==> config.mk <==
export PLATFORM = sky130hd
export DESIGN_NAME = sync_bit_frame_node
export DESIGN_NICKNAME = d
export VERILOG_FILES = /design/src/sv/sbfn_pkg.sv /design/src/sv/sbfn_front.sv /design/src/sv/sbfn_queue.sv /design/src/sv/sbfn_back.sv /design/src/sv/sync_bit_frame_node.sv
export SDC_FILE = /design/constraint.sdc
export NUM_CORES = 1
export LEC_CHECK = 0
export BUFFER_PORTS_ARGS = -buffer_cell sky130_fd_sc_hd__buf_2
export CORE_MARGIN = 1.5
export CORE_UTILIZATION = 25
export CTS_CLUSTER_DIAMETER = 120
export CTS_CLUSTER_SIZE = 12
export DETAILED_ROUTE_END_ITERATION = 8
export MAX_ROUTING_LAYER = met4
export SYNTH_ARGS = -nofsm -noshare
export SYNTH_HDL_FRONTEND = slang
export SYNTH_HIERARCHICAL = 1
export SYNTH_SLANG_ARGS = --single-unit
==> constraint.sdc <==
create_clock -name clk -period 3.03 [get_ports clk]
set_input_delay 0.4545 -clock clk [delete_from_list [all_inputs] [get_ports clk]]
set_output_delay 0.4545 -clock clk [all_outputs]
set_load 0.01 [all_outputs]
==> src/sv/sbfn_pkg.sv <==
// Shared types and constants for the frame node.
`timescale 1ns / 1ps
package sbfn_pkg;

	localparam int ID_W    = 5;
	localparam int CMD_W   = 2;
	localparam int ANGLE_W = 21;
	localparam int BYTE_W  = 8;
	localparam int LOW7_W  = 7;

	localparam logic [ID_W-1:0] ID_RESET = 5'd31;

	// Commands that ask for a reply
	localparam logic [CMD_W-1:0] CMD_QUERY    = 2'd1;
	localparam logic [CMD_W-1:0] CMD_NEIGHBOR = 2'd2;

	// Input item kinds on tuser
	localparam logic MODE_BYTE  = 1'b0;
	localparam logic MODE_ANGLE = 1'b1;

	// Receive parser phases
	localparam logic [1:0] PH_WAIT = 2'd0;
	localparam logic [1:0] PH_D0   = 2'd1;
	localparam logic [1:0] PH_D1   = 2'd2;
	localparam logic [1:0] PH_D2   = 2'd3;

	// Reply byte positions
	localparam logic [1:0] BYTE_HDR = 2'd0;
	localparam logic [1:0] BYTE_A0  = 2'd1;
	localparam logic [1:0] BYTE_A1  = 2'd2;
	localparam logic [1:0] BYTE_A2  = 2'd3;

	// One pending reply: received command and the angle held at frame end
	typedef struct packed {
		logic [CMD_W-1:0]   cmd;
		logic [ANGLE_W-1:0] angle;
	} reply_t;

endpackage

==> src/sv/sbfn_front.sv <==
// Receive side: parses bus bytes, holds the angle, queues replies.
`timescale 1ns / 1ps
module sbfn_front
	import sbfn_pkg::*;
(
	input  logic              clk,
	input  logic              arst_n,
	input  logic              s_tvalid,
	output logic              s_tready,
	input  logic [31:0]       s_tdata,   // rx_byte[7:0], angle_sample[28:8], zero[31:29]
	input  logic              s_tuser,   // mode
	input  logic [ID_W-1:0]   node_id,
	input  logic              q_full,
	output logic              q_push,
	output reply_t            q_wdata
);

	logic                 accept;
	logic [BYTE_W-1:0]    rx_byte;
	logic                 flag;
	logic [1:0]           phase_q;
	logic [LOW7_W-1:0]    hdr_q;
	logic [ANGLE_W-1:0]   angle_q;
	logic [ID_W-1:0]      hdr_id;
	logic [CMD_W-1:0]     hdr_cmd;
	logic [ID_W-1:0]      prev_id;
	logic                 match;
	logic                 is_byte;

	assign s_tready = !q_full;
	assign accept   = s_tvalid && s_tready;
	assign rx_byte  = s_tdata[BYTE_W-1:0];
	assign flag     = rx_byte[BYTE_W-1];
	assign is_byte  = (s_tuser == MODE_BYTE);

	assign hdr_id  = hdr_q[LOW7_W-1:CMD_W];
	assign hdr_cmd = hdr_q[CMD_W-1:0];
	assign prev_id = node_id - ID_W'(1);
	assign match   = ((hdr_id == node_id) && (hdr_cmd == CMD_QUERY)) ||
	                 ((hdr_id == prev_id) && (hdr_id != node_id) && (hdr_cmd == CMD_NEIGHBOR));

	assign q_push        = accept && is_byte && (phase_q == PH_D2) && !flag && match;
	assign q_wdata.cmd   = hdr_cmd;
	assign q_wdata.angle = angle_q;

	always_ff @(posedge clk or negedge arst_n) begin
		if (!arst_n) begin
			phase_q <= PH_WAIT;
			angle_q <= '0;
		end else if (accept) begin
			if (!is_byte) begin
				angle_q <= s_tdata[BYTE_W +: ANGLE_W];
			end else begin
				case (phase_q)
					PH_WAIT: begin
						if (flag) phase_q <= PH_D0;
					end
					PH_D0: begin
						phase_q <= flag ? PH_WAIT : PH_D1;
					end
					PH_D1: begin
						phase_q <= flag ? PH_WAIT : PH_D2;
					end
					default: begin
						phase_q <= PH_WAIT;
					end
				endcase
			end
		end
	end

	// Latch the header bits on a header seen while waiting
	always_ff @(posedge clk) begin
		if (accept && is_byte && (phase_q == PH_WAIT) && flag) begin
			hdr_q <= rx_byte[LOW7_W-1:0];
		end
	end

endmodule

==> src/sv/sbfn_queue.sv <==
// Small reply queue between the receive and transmit sides.
`timescale 1ns / 1ps
module sbfn_queue
	import sbfn_pkg::*;
#(
	parameter int Q_DEPTH = 2
) (
	input  logic   clk,
	input  logic   arst_n,
	input  logic   push,
	input  reply_t wdata,
	input  logic   pop,
	output reply_t rdata,
	output logic   empty,
	output logic   full
);

	localparam int PW = (Q_DEPTH > 1) ? $clog2(Q_DEPTH) : 1;
	localparam int CW = $clog2(Q_DEPTH + 1);

	reply_t          mem_q [Q_DEPTH];
	logic [PW-1:0]   wr_ptr_q;
	logic [PW-1:0]   rd_ptr_q;
	logic [CW-1:0]   cnt_q;

	assign empty = (cnt_q == '0);
	assign full  = (cnt_q == CW'(Q_DEPTH));
	assign rdata = mem_q[rd_ptr_q];

	always_ff @(posedge clk or negedge arst_n) begin
		if (!arst_n) begin
			wr_ptr_q <= '0;
			rd_ptr_q <= '0;
			cnt_q    <= '0;
		end else begin
			if (push) begin
				wr_ptr_q <= (wr_ptr_q == PW'(Q_DEPTH - 1)) ? '0 : wr_ptr_q + PW'(1);
			end
			if (pop) begin
				rd_ptr_q <= (rd_ptr_q == PW'(Q_DEPTH - 1)) ? '0 : rd_ptr_q + PW'(1);
			end
			if (push && !pop) begin
				cnt_q <= cnt_q + CW'(1);
			end else if (pop && !push) begin
				cnt_q <= cnt_q - CW'(1);
			end
		end
	end

	always_ff @(posedge clk) begin
		if (push) begin
			mem_q[wr_ptr_q] <= wdata;
		end
	end

	a_no_push_full: assert property (@(posedge clk) disable iff (!arst_n)
		!(push && full))
		else $error("reply pushed into full queue");

	a_no_pop_empty: assert property (@(posedge clk) disable iff (!arst_n)
		!(pop && empty))
		else $error("reply popped from empty queue");

	a_cnt_bound: assert property (@(posedge clk) disable iff (!arst_n)
		cnt_q <= CW'(Q_DEPTH))
		else $error("queue count beyond depth");

endmodule

==> src/sv/sbfn_back.sv <==
// Transmit side: turns a queued reply into four output bytes.
`timescale 1ns / 1ps
module sbfn_back
	import sbfn_pkg::*;
(
	input  logic              clk,
	input  logic              arst_n,
	input  logic [ID_W-1:0]   node_id,
	input  reply_t            q_rdata,
	input  logic              q_empty,
	output logic              q_pop,
	output logic              m_tvalid,
	input  logic              m_tready,
	output logic [7:0]        m_tdata,   // tx_byte
	output logic              m_tlast    // last_byte
);

	logic              load;
	logic [1:0]        idx_q;
	logic [BYTE_W-1:0] next_byte;
	logic              m_tvalid_q;
	logic [BYTE_W-1:0] m_tdata_q;
	logic              m_tlast_q;

	assign load  = !q_empty && (!m_tvalid_q || m_tready);
	assign q_pop = load && (idx_q == BYTE_A2);

	always_comb begin
		case (idx_q)
			BYTE_HDR: next_byte = {1'b1, node_id, q_rdata.cmd};
			BYTE_A0:  next_byte = {1'b0, q_rdata.angle[6:0]};
			BYTE_A1:  next_byte = {1'b0, q_rdata.angle[13:7]};
			BYTE_A2:  next_byte = {1'b0, q_rdata.angle[20:14]};
			default:  next_byte = '0;
		endcase
	end

	always_ff @(posedge clk or negedge arst_n) begin
		if (!arst_n) begin
			m_tvalid_q <= 1'b0;
			idx_q      <= BYTE_HDR;
		end else begin
			if (load) begin
				m_tvalid_q <= 1'b1;
				idx_q      <= idx_q + 2'd1;
			end else if (m_tready) begin
				m_tvalid_q <= 1'b0;
			end
		end
	end

	always_ff @(posedge clk) begin
		if (load) begin
			m_tdata_q <= next_byte;
			m_tlast_q <= (idx_q == BYTE_A2);
		end
	end

	assign m_tvalid = m_tvalid_q;
	assign m_tdata  = m_tdata_q;
	assign m_tlast  = m_tlast_q;

	a_hdr_flag: assert property (@(posedge clk) disable iff (!arst_n)
		load && (idx_q == BYTE_HDR) |=> m_tvalid && m_tdata[BYTE_W-1] && !m_tlast)
		else $error("reply header byte malformed");

endmodule

==> src/sv/sync_bit_frame_node.sv <==
// Top level of the bus frame node.
// Reply path: with the transmit side idle, the last frame byte puts a reply in the queue, whose
// header byte is then registered out; later bytes come one per cycle while m_tready is high.
// Throughput: one input transaction per cycle; s_tready drops only while the reply
// queue holds Q_DEPTH replies waiting for the transmit side.
// Reset (arst_n low): parser waits for a header, angle is zero, node_id is 31, queue empty.
`timescale 1ns / 1ps
module sync_bit_frame_node
	import sbfn_pkg::*;
#(
	parameter int Q_DEPTH = 2
) (
	input  logic        clk,
	input  logic        arst_n,
	input  logic        cfg_we,
	input  logic [4:0]  cfg_wdata,  // node_id
	input  logic        s_tvalid,
	output logic        s_tready,
	input  logic [31:0] s_tdata,    // rx_byte[7:0], angle_sample[28:8], zero[31:29]
	input  logic        s_tuser,    // mode
	output logic        m_tvalid,
	input  logic        m_tready,
	output logic [7:0]  m_tdata,    // tx_byte[7:0]
	output logic        m_tlast     // last_byte
);

	logic [ID_W-1:0] node_id_q;
	logic            q_push;
	logic            q_pop;
	logic            q_empty;
	logic            q_full;
	reply_t          q_wdata;
	reply_t          q_rdata;

	always_ff @(posedge clk or negedge arst_n) begin
		if (!arst_n) begin
			node_id_q <= ID_RESET;
		end else if (cfg_we) begin
			node_id_q <= cfg_wdata;
		end
	end

	sbfn_front u_front (
		.clk      (clk),
		.arst_n   (arst_n),
		.s_tvalid (s_tvalid),
		.s_tready (s_tready),
		.s_tdata  (s_tdata),
		.s_tuser  (s_tuser),
		.node_id  (node_id_q),
		.q_full   (q_full),
		.q_push   (q_push),
		.q_wdata  (q_wdata)
	);

	sbfn_queue #(
		.Q_DEPTH (Q_DEPTH)
	) u_queue (
		.clk    (clk),
		.arst_n (arst_n),
		.push   (q_push),
		.wdata  (q_wdata),
		.pop    (q_pop),
		.rdata  (q_rdata),
		.empty  (q_empty),
		.full   (q_full)
	);

	sbfn_back u_back (
		.clk      (clk),
		.arst_n   (arst_n),
		.node_id  (node_id_q),
		.q_rdata  (q_rdata),
		.q_empty  (q_empty),
		.q_pop    (q_pop),
		.m_tvalid (m_tvalid),
		.m_tready (m_tready),
		.m_tdata  (m_tdata),
		.m_tlast  (m_tlast)
	);

endmodule
==> results.py, run 1 <==
metrics = {
    "outcome": {
        "status": "completed",
    },
    "synth": {
        "syn_inst": 235,
        "synth_cell_types": 36,
        "syn_nets": 284,
        "yosysWarnings": 6,
        "synth_top_area_frac": 0.457,
        "synthArstFlopShare": 0.361,
        "ys_ff_latch": 97,
        "synth.most_common_cell": "edfxtp_1",
        "synth_area_per_cell_sq_um": 17.3,
        "synth_top_cells_by_area": "edfxtp_1 (46%), dfrtp_1 (18%), mux2_2 (8.6%)",
        "syn-cell-area_sq_um": 4080,
        "synth_edf_count": 62,
        "yosysTopAreaCell": "edfxtp_1",
        "synth_commonest_cells": "edfxtp_1 (62), mux2_2 (31), dfrtp_1 (30)",
        "ys_seq_area_frac": 0.673,
        "synthFlopType": "edfxtp_1",
    },
    "timing": {
        "setup_tns_ns": 0,
        "max_slew.worst_pin.slew_ns": 0.819,
        "setup_violations": 0,
        "timing.final.crit_share": 0.922,
        "clock_skew_ns": 0.00821,
        "fmax_ghz": 0.358,
        "rsz0062_at_grt": "false",
        "fin_crit_ns": 2.79,
        "slew-limit-headroom": 0.454,
        "hold_slack_ns": 0.202,
        "hold_violations": 0,
        "final-max-slew-violation-count": 0,
    },
    "run": {
        "drv_cap": 0,
    },
    "floorplanning": {
        "die_w_microns": 131,
        "die_area_sq_um": 17100,
        "die_y_microns": 131,
        "ios": 54,
        "core_sq_um": 15900,
        "start_util": 0.257,
        "rows": 46,
    },
    "worst_setup_path": {
        "required_ns": 3.08,
        "critPathLaunch": "node_id_q[0]",
        "reg2reg_depth": 9,
        "endpoint": "u_queue/mem_q[0][16]",
        "timing.rr.end": "u_queue/mem_q[0][16]",
        "cp_max_fo": 23,
        "crit_path_start_kind": "register",
        "ff2ff_setup_slack_ns": 0.24,
        "r2r_start": "node_id_q[0]",
        "arrival_ns": 2.84,
        "end_kind": "register",
        "path_class": "register to register",
    },
    "detailed_routing": {
        "dr.pass1.iters": 4,
        "drc": 0,
        "route.vias.total": 2092,
        "wire_per_inst_microns": 14.4,
        "drt-initial-drc-count": 104,
        "ant_nets": 0,
        "via_per_inst": 4.07,
        "wl_microns": 7380,
    },
    "finish": {
        "fin_cells": 514,
        "fillers": 1626,
        "final_nets": 342,
        "area_delta_synth_final_pct": 20.3,
        "stdcell_area_sq_um": 4900,
        "num_antenna_cells": 0,
        "drive_gt1_frac": 0.440,
    },
    "clock_network": {
        "clkTransAtPathRegs_ns": 0.07,
        "postCtsSetupBuffers": 0,
        "cts_tree": "yes",
        "clock_sinks": 97,
        "cts_resized": 0,
        "ctsHtreeMaxLevel": 3,
        "clockBufferDepth": 2,
        "cts_buffers": 9,
        "clock_latency_ns": 0.35,
        "root_buffer": "clkbuf_16",
        "cts_hold_buf": 0,
    },
    "place": {
        "numPortBuffers": 50,
        "place_congestion": 0.725,
        "place_inst": 498,
        "place_area_sq_um": 4580,
        "dp_hpwl_microns": 5080,
    },
    "worst_hold_path": {
        "worstHoldPathType": "primary input to async pin",
    },
    "power": {
        "power.leakage_uw": 0.00193,
        "cellPowerDensity_nw_per_um2": 668,
        "vdd_drop_max_mv": 0.271,
    },
    "global_route": {
        "antenna_found_initial": 0,
        "grt_pass1_vias": 2233,
        "grt_usage": 0.0955,
        "grt_pass1_wl_microns": 11600,
        "grt_overflow": 0,
        "grt_max_degree": 36,
    },
}
[stage by stage]
step | worst slack (ns) | util | power (uW)
2_1_floorplan | 0.119 | - | 1930
6_report | 0.237 | 0.309 | 3280
5_1_grt | 0.0567 | 0.309 | 3420
3_3_place_gp | 0.354 | 0.288 | 2050
3_5_place_dp | 0.255 | 0.288 | 2080
4_1_cts | 0.231 | 0.309 | 3310
[area by class of cell]
cell class,count,area (sq um),share of cell area
inverters,16,60.1,0.0122
repair buffers,55,313,0.0638
clock buffers,9,225,0.0459
multi-input cells,114,1190,0.243
well taps,216,270,0.0551
flip-flops and latches,97,2740,0.560
clock inverters,7,97.6,0.0199
[report_power, final]
part / total [uW] / internal [uW] / switching, uW / leakage (uW)
clock: 1220 / 730 / 494 / 0.000160
sequential: 1650 / 1560 / 92.0 / 0.000975
combinational: 403 / 201 / 202 / 0.000790
total: 3280 / 2490 / 788 / 0.00193
[kinds of logic after synthesis]
group,count (synthesis),share of synthesized area
adders and majority gates,6,0.0184
and+or+nand+nor,21,0.0325
buffers and inverters,24,0.0347
DFF,97,0.673
xor gates and xnor gates,14,0.0301
AOI/OAI and AO/OA,15,0.0347
muxes,58,0.176
[state kept, by name, summed over array words and instances (netlist names)]
| signal | count |
|---|---|
| u_back/m_tlast | 1 |
| node_id_q | 5 |
| u_front/hdr_q | 7 |
| u_back/m_tvalid | 1 |
| u_queue/wr_ptr_q | 1 |
| u_front/angle_q | 21 |
| u_back/idx_q | 2 |
| u_back/m_tdata | 8 |
| u_queue/rd_ptr_q | 1 |
| u_queue/mem_q | 46 |
| u_front/phase_q | 2 |
| u_queue/cnt_q | 2 |
[metal layers]
metal	track usage	vias to the layer above	part of all wire
li1	-	994	-
met3	0.0252	15	0.047
met4	0.0446	0	0.020
met5	-	-	0
met2	0.152	44	0.48
met1	0.113	1039	0.45
[critical path, stage by stage, from the launching register on]
cell       delay (ns)
dfstp_2          0.58
inv_1            0.05
ha_1             0.20
nand2b_1         0.12
a21oi_1          0.09
nor4b_2          0.21
nand4b_1         0.15
a2111oi_2        0.60
nor2b_2          0.29
buf_12           0.20
[how the worst min path moves through the flow]
stage                              from              endpoint  slack [ns]
floorplan                        arst_n       u_back/idx_q[0]        0.16
global route                     arst_n   u_front/angle_q[10]        0.27
finish                           arst_n   u_front/angle_q[18]        0.20
global placement    u_front/angle_q[20]  u_queue/mem_q[0][20]        0.45
CTS                              arst_n   u_front/angle_q[18]        0.24
detailed placement   u_front/angle_q[8]   u_queue/mem_q[1][8]        0.45
[placed cells by master, fill, tap and decap left out, types with 2 or more instances in the layout]
cell type and instances:
mux2_4 20, mux2_2 31, xnor2_1 7, xor2_1 7, dfrtp_1 30, nand3_1 2
nor2_1 3, buf_12 2, buf_4 3, o21ai_0 2, nand2b_1 2, clkbuf_16 9
and2_1 2, inv_1 16, buf_2 50, mux2i_1 7, nand4_1 2, nor3_1 2
bufinv_16 2, edfxtp_1 62, ha_1 6, a222oi_1 7, inv_6 2, dfstp_2 5
No activity file was read; power rests on OpenSTA's default activity.
==> run 2: changes to the inputs <==
Settings changed: GPL_TIMING_DRIVEN set to 0, SYNTH_HIERARCHICAL 1 to not set.
==> run 2 against run 1 <==
Net effect:
- final area fell by 6.1%
- highest routed layer unchanged
- register-to-register slack improved by 0.13 ns
- critical path type unchanged
- largest power group unchanged
- largest cell class unchanged
- total power fell by 4.7%
- utilization rose by 0.46 points
- critical endpoint is now u_queue.mem_q[0][11]
- flip-flop and latch count did not move
- sequential share of layout area rose by 3.6 points
==> results.py, run 2 <==
metrics = {
    "worst_setup_path": {
        "path_class": "register to register",
        "crit_path_start_kind": "register",
        "arrival_ns": 2.63,
        "cp_max_fo": 23,
        "required_ns": 3.00,
        "end_kind": "register",
        "reg2reg_depth": 7,
    },
    "detailed_routing": {
        "wl_microns": 7090,
        "via_per_inst": 4.31,
        "wire_per_inst_microns": 15.0,
        "ant_nets": 0,
        "route.vias.total": 2044,
        "drc": 0,
        "dr.pass1.iters": 4,
        "drt-initial-drc-count": 143,
    },
    "clock_network": {
        "ctsHtreeMaxLevel": 3,
        "cts_buffers": 9,
        "cts_tree": "yes",
        "clockBufferDepth": 2,
        "clkTransAtPathRegs_ns": 0.06,
        "clock_latency_ns": 0.34,
        "clock_sinks": 97,
        "cts_hold_buf": 0,
        "root_buffer": "clkbuf_16",
    },
    "timing": {
        "max_slew.worst_pin.slew_ns": 1.24,
        "final-max-slew-violation-count": 0,
        "fmax_ghz": 0.376,
        "fin_crit_ns": 2.66,
        "hold_violations": 0,
        "rsz0062_at_grt": "false",
        "slew-limit-headroom": 0.174,
        "setup_violations": 0,
        "timing.final.crit_share": 0.878,
        "setup_tns_ns": 0,
        "clock_skew_ns": 0.00723,
    },
    "finish": {
        "fillers": 1433,
        "fin_cells": 474,
        "layout.cells.most_common": "edfxtp_1",
        "multi_input_area_sq_um": 995,
        "num_antenna_cells": 0,
        "seq_area_sq_um": 2740,
        "largest_reg_flops": 46,
        "final_nets": 334,
        "area_delta_synth_final_pct": 21.2,
        "drive_gt1_frac": 0.362,
        "final_cell_mix": "edfxtp_1 (62), buf_2 (51), dfrtp_1 (30)",
        "regMostFlops": "u_queue.mem_q",
    },
    "floorplanning": {
        "die_y_microns": 126,
        "die_w_microns": 126,
        "die_area_sq_um": 15900,
        "start_util": 0.259,
        "core_sq_um": 14700,
        "ios": 54,
        "rows": 44,
    },
    "global_route": {
        "grt_pass1_wl_microns": 11500,
        "grt.met2_usage": 0.159,
        "grt_max_degree": 36,
        "grt_util_met3": 0.0353,
        "use_met1": 0.118,
        "grt_usage": 0.0991,
        "grt_overflow": 0,
        "grt_pass1_vias": 2238,
        "top_usage_layer": "met2",
        "antenna_found_initial": 0,
    },
    "place": {
        "place_congestion": 0.771,
        "dp_hpwl_microns": 5070,
        "place_inst": 458,
        "numPortBuffers": 49,
    },
    "synth": {
        "yosysWarnings": 0,
        "synth_edf_count": 62,
        "synth_top_cells_by_area": "edfxtp_1 (49%), dfrtp_1 (20%), mux2_2 (7.1%)",
        "synth_compound_area_frac": 0.0609,
        "synthFlopType": "edfxtp_1",
        "synth_cell_types": 35,
        "synth_commonest_cells": "edfxtp_1 (62), dfrtp_1 (30), mux2_2 (24)",
        "synth_xor_area_frac": 0.0346,
        "synth_top_family_by_area": "multiplexers",
        "syn-cell-area_sq_um": 3800,
        "synth_area_per_cell_sq_um": 16.9,
        "synth_top_area_frac": 0.490,
        "ys_ff_latch": 97,
        "synth.most_common_cell": "edfxtp_1",
        "synth.area.mux_share": 0.0971,
        "synthArstFlopShare": 0.361,
        "ys_seq_area_frac": 0.722,
        "synthSimpleGateAreaFrac": 0.0471,
        "synth_fa_ha_area_frac": 0.0198,
        "yosysTopAreaCell": "edfxtp_1",
        "syn_nets": 274,
        "syn_inst": 225,
    },
    "power": {
        "p_clk_frac": 0.386,
        "power.leakage_uw": 0.00175,
        "vdd_drop_max_mv": 0.429,
        "p_switching_uw": 699,
        "intPower_uw": 2420,
        "cellPowerDensity_nw_per_um2": 678,
        "combPwrFrac": 0.106,
        "sequentialPowerShare": 0.508,
        "p_sw_frac": 0.224,
    },
    "run": {
        "drv_cap": 0,
    },
    "outcome": {
        "status": "completed",
    },
    "worst_hold_path": {
        "worstHoldPathType": "primary input to async pin",
    },
}
-- run 2: cell families after synthesis --
family,Yosys count
adder cells (fa/ha/maj),6
multiplexers,31
XOR/XNOR,15
flip-flops,97
AND/OR/NAND/NOR,29
AO/OA/AOI/OAI,29
buffers and inverters,18
-- run 2: power by group through the flow --
stage / clock network [uW] / logic [uW] / registers, uW
after floorplan: 0 / 232 / 1590
after global placement: 0 / 324 / 1610
after detailed placement: 0 / 333 / 1610
after CTS: 1240 / 335 / 1590
after global routing: 1290 / 375 / 1600
final: 1210 / 331 / 1590
-- run 2: layout make-up --
class | count | share of cell area
multi-input combinational | 110 | 0.216
buffer | 8 | 0.00706
clock buffer | 11 | 0.0527
tap | 184 | 0.0500
sequential | 97 | 0.596
timing repair buffer | 49 | 0.0532
clock inverter | 5 | 0.0171
inverter | 10 | 0.00815
-- run 2: worst max-delay path, stage by stage, from the launching register on --
cell	delay (ns)
dfstp_2	0.38
inv_1	0.09
ha_1	0.18
nor3b_1	0.26
a21oi_1	0.12
or4b_4	0.55
a21oi_4	0.18
and2b_2	0.53
-- run 2: repair_timing --
item                       CTS  global route
cloned                       0             0
setup endpoints to repair   23            23
resized for setup            1             1
setup buffers                0             0
pin swaps                    0             0
-- run 2: final timing paths --
kind                                startpoint              endpoint  slack, ns
hold reg to reg            u_front.angle_q[11]  u_queue.mem_q[1][11]       0.47
max in group asynchronous               arst_n       u_back.idx_q[0]       2.29
min in group clk                    s_tdata[1]      u_front.hdr_q[1]       0.29
setup / recovery                  node_id_q[1]  u_queue.mem_q[0][11]       0.37
setup reg to reg                  node_id_q[1]  u_queue.mem_q[0][11]       0.37
hold / removal                          arst_n   u_front.angle_q[12]       0.22
-- run 2: through the flow --
step | utilization | setup WS (ns) | hold slack [ns] | total power, uW | cell area (sq um)
floorplan | - | 0.408 | 0.159 | 1820 | 3800
global placement | 0.291 | 0.000692 | 0.450 | 1930 | 4280
detailed placement | 0.291 | 0.00536 | 0.453 | 1950 | 4280
CTS | 0.313 | 0.0166 | 0.240 | 3170 | 4600
global route | 0.313 | 0.158 | 0.273 | 3260 | 4610
finish | 0.313 | 0.371 | 0.218 | 3120 | 4610
-- run 2: metal layers --
metal / vias up / wire (microns) / part of all wire
met5: - / 0 / 0
met4: 0 / 87 / 0.012
met3: 8 / 336 / 0.047
met2: 45 / 3410 / 0.48
met1: 1015 / 3250 / 0.46
li1: 976 / - / -
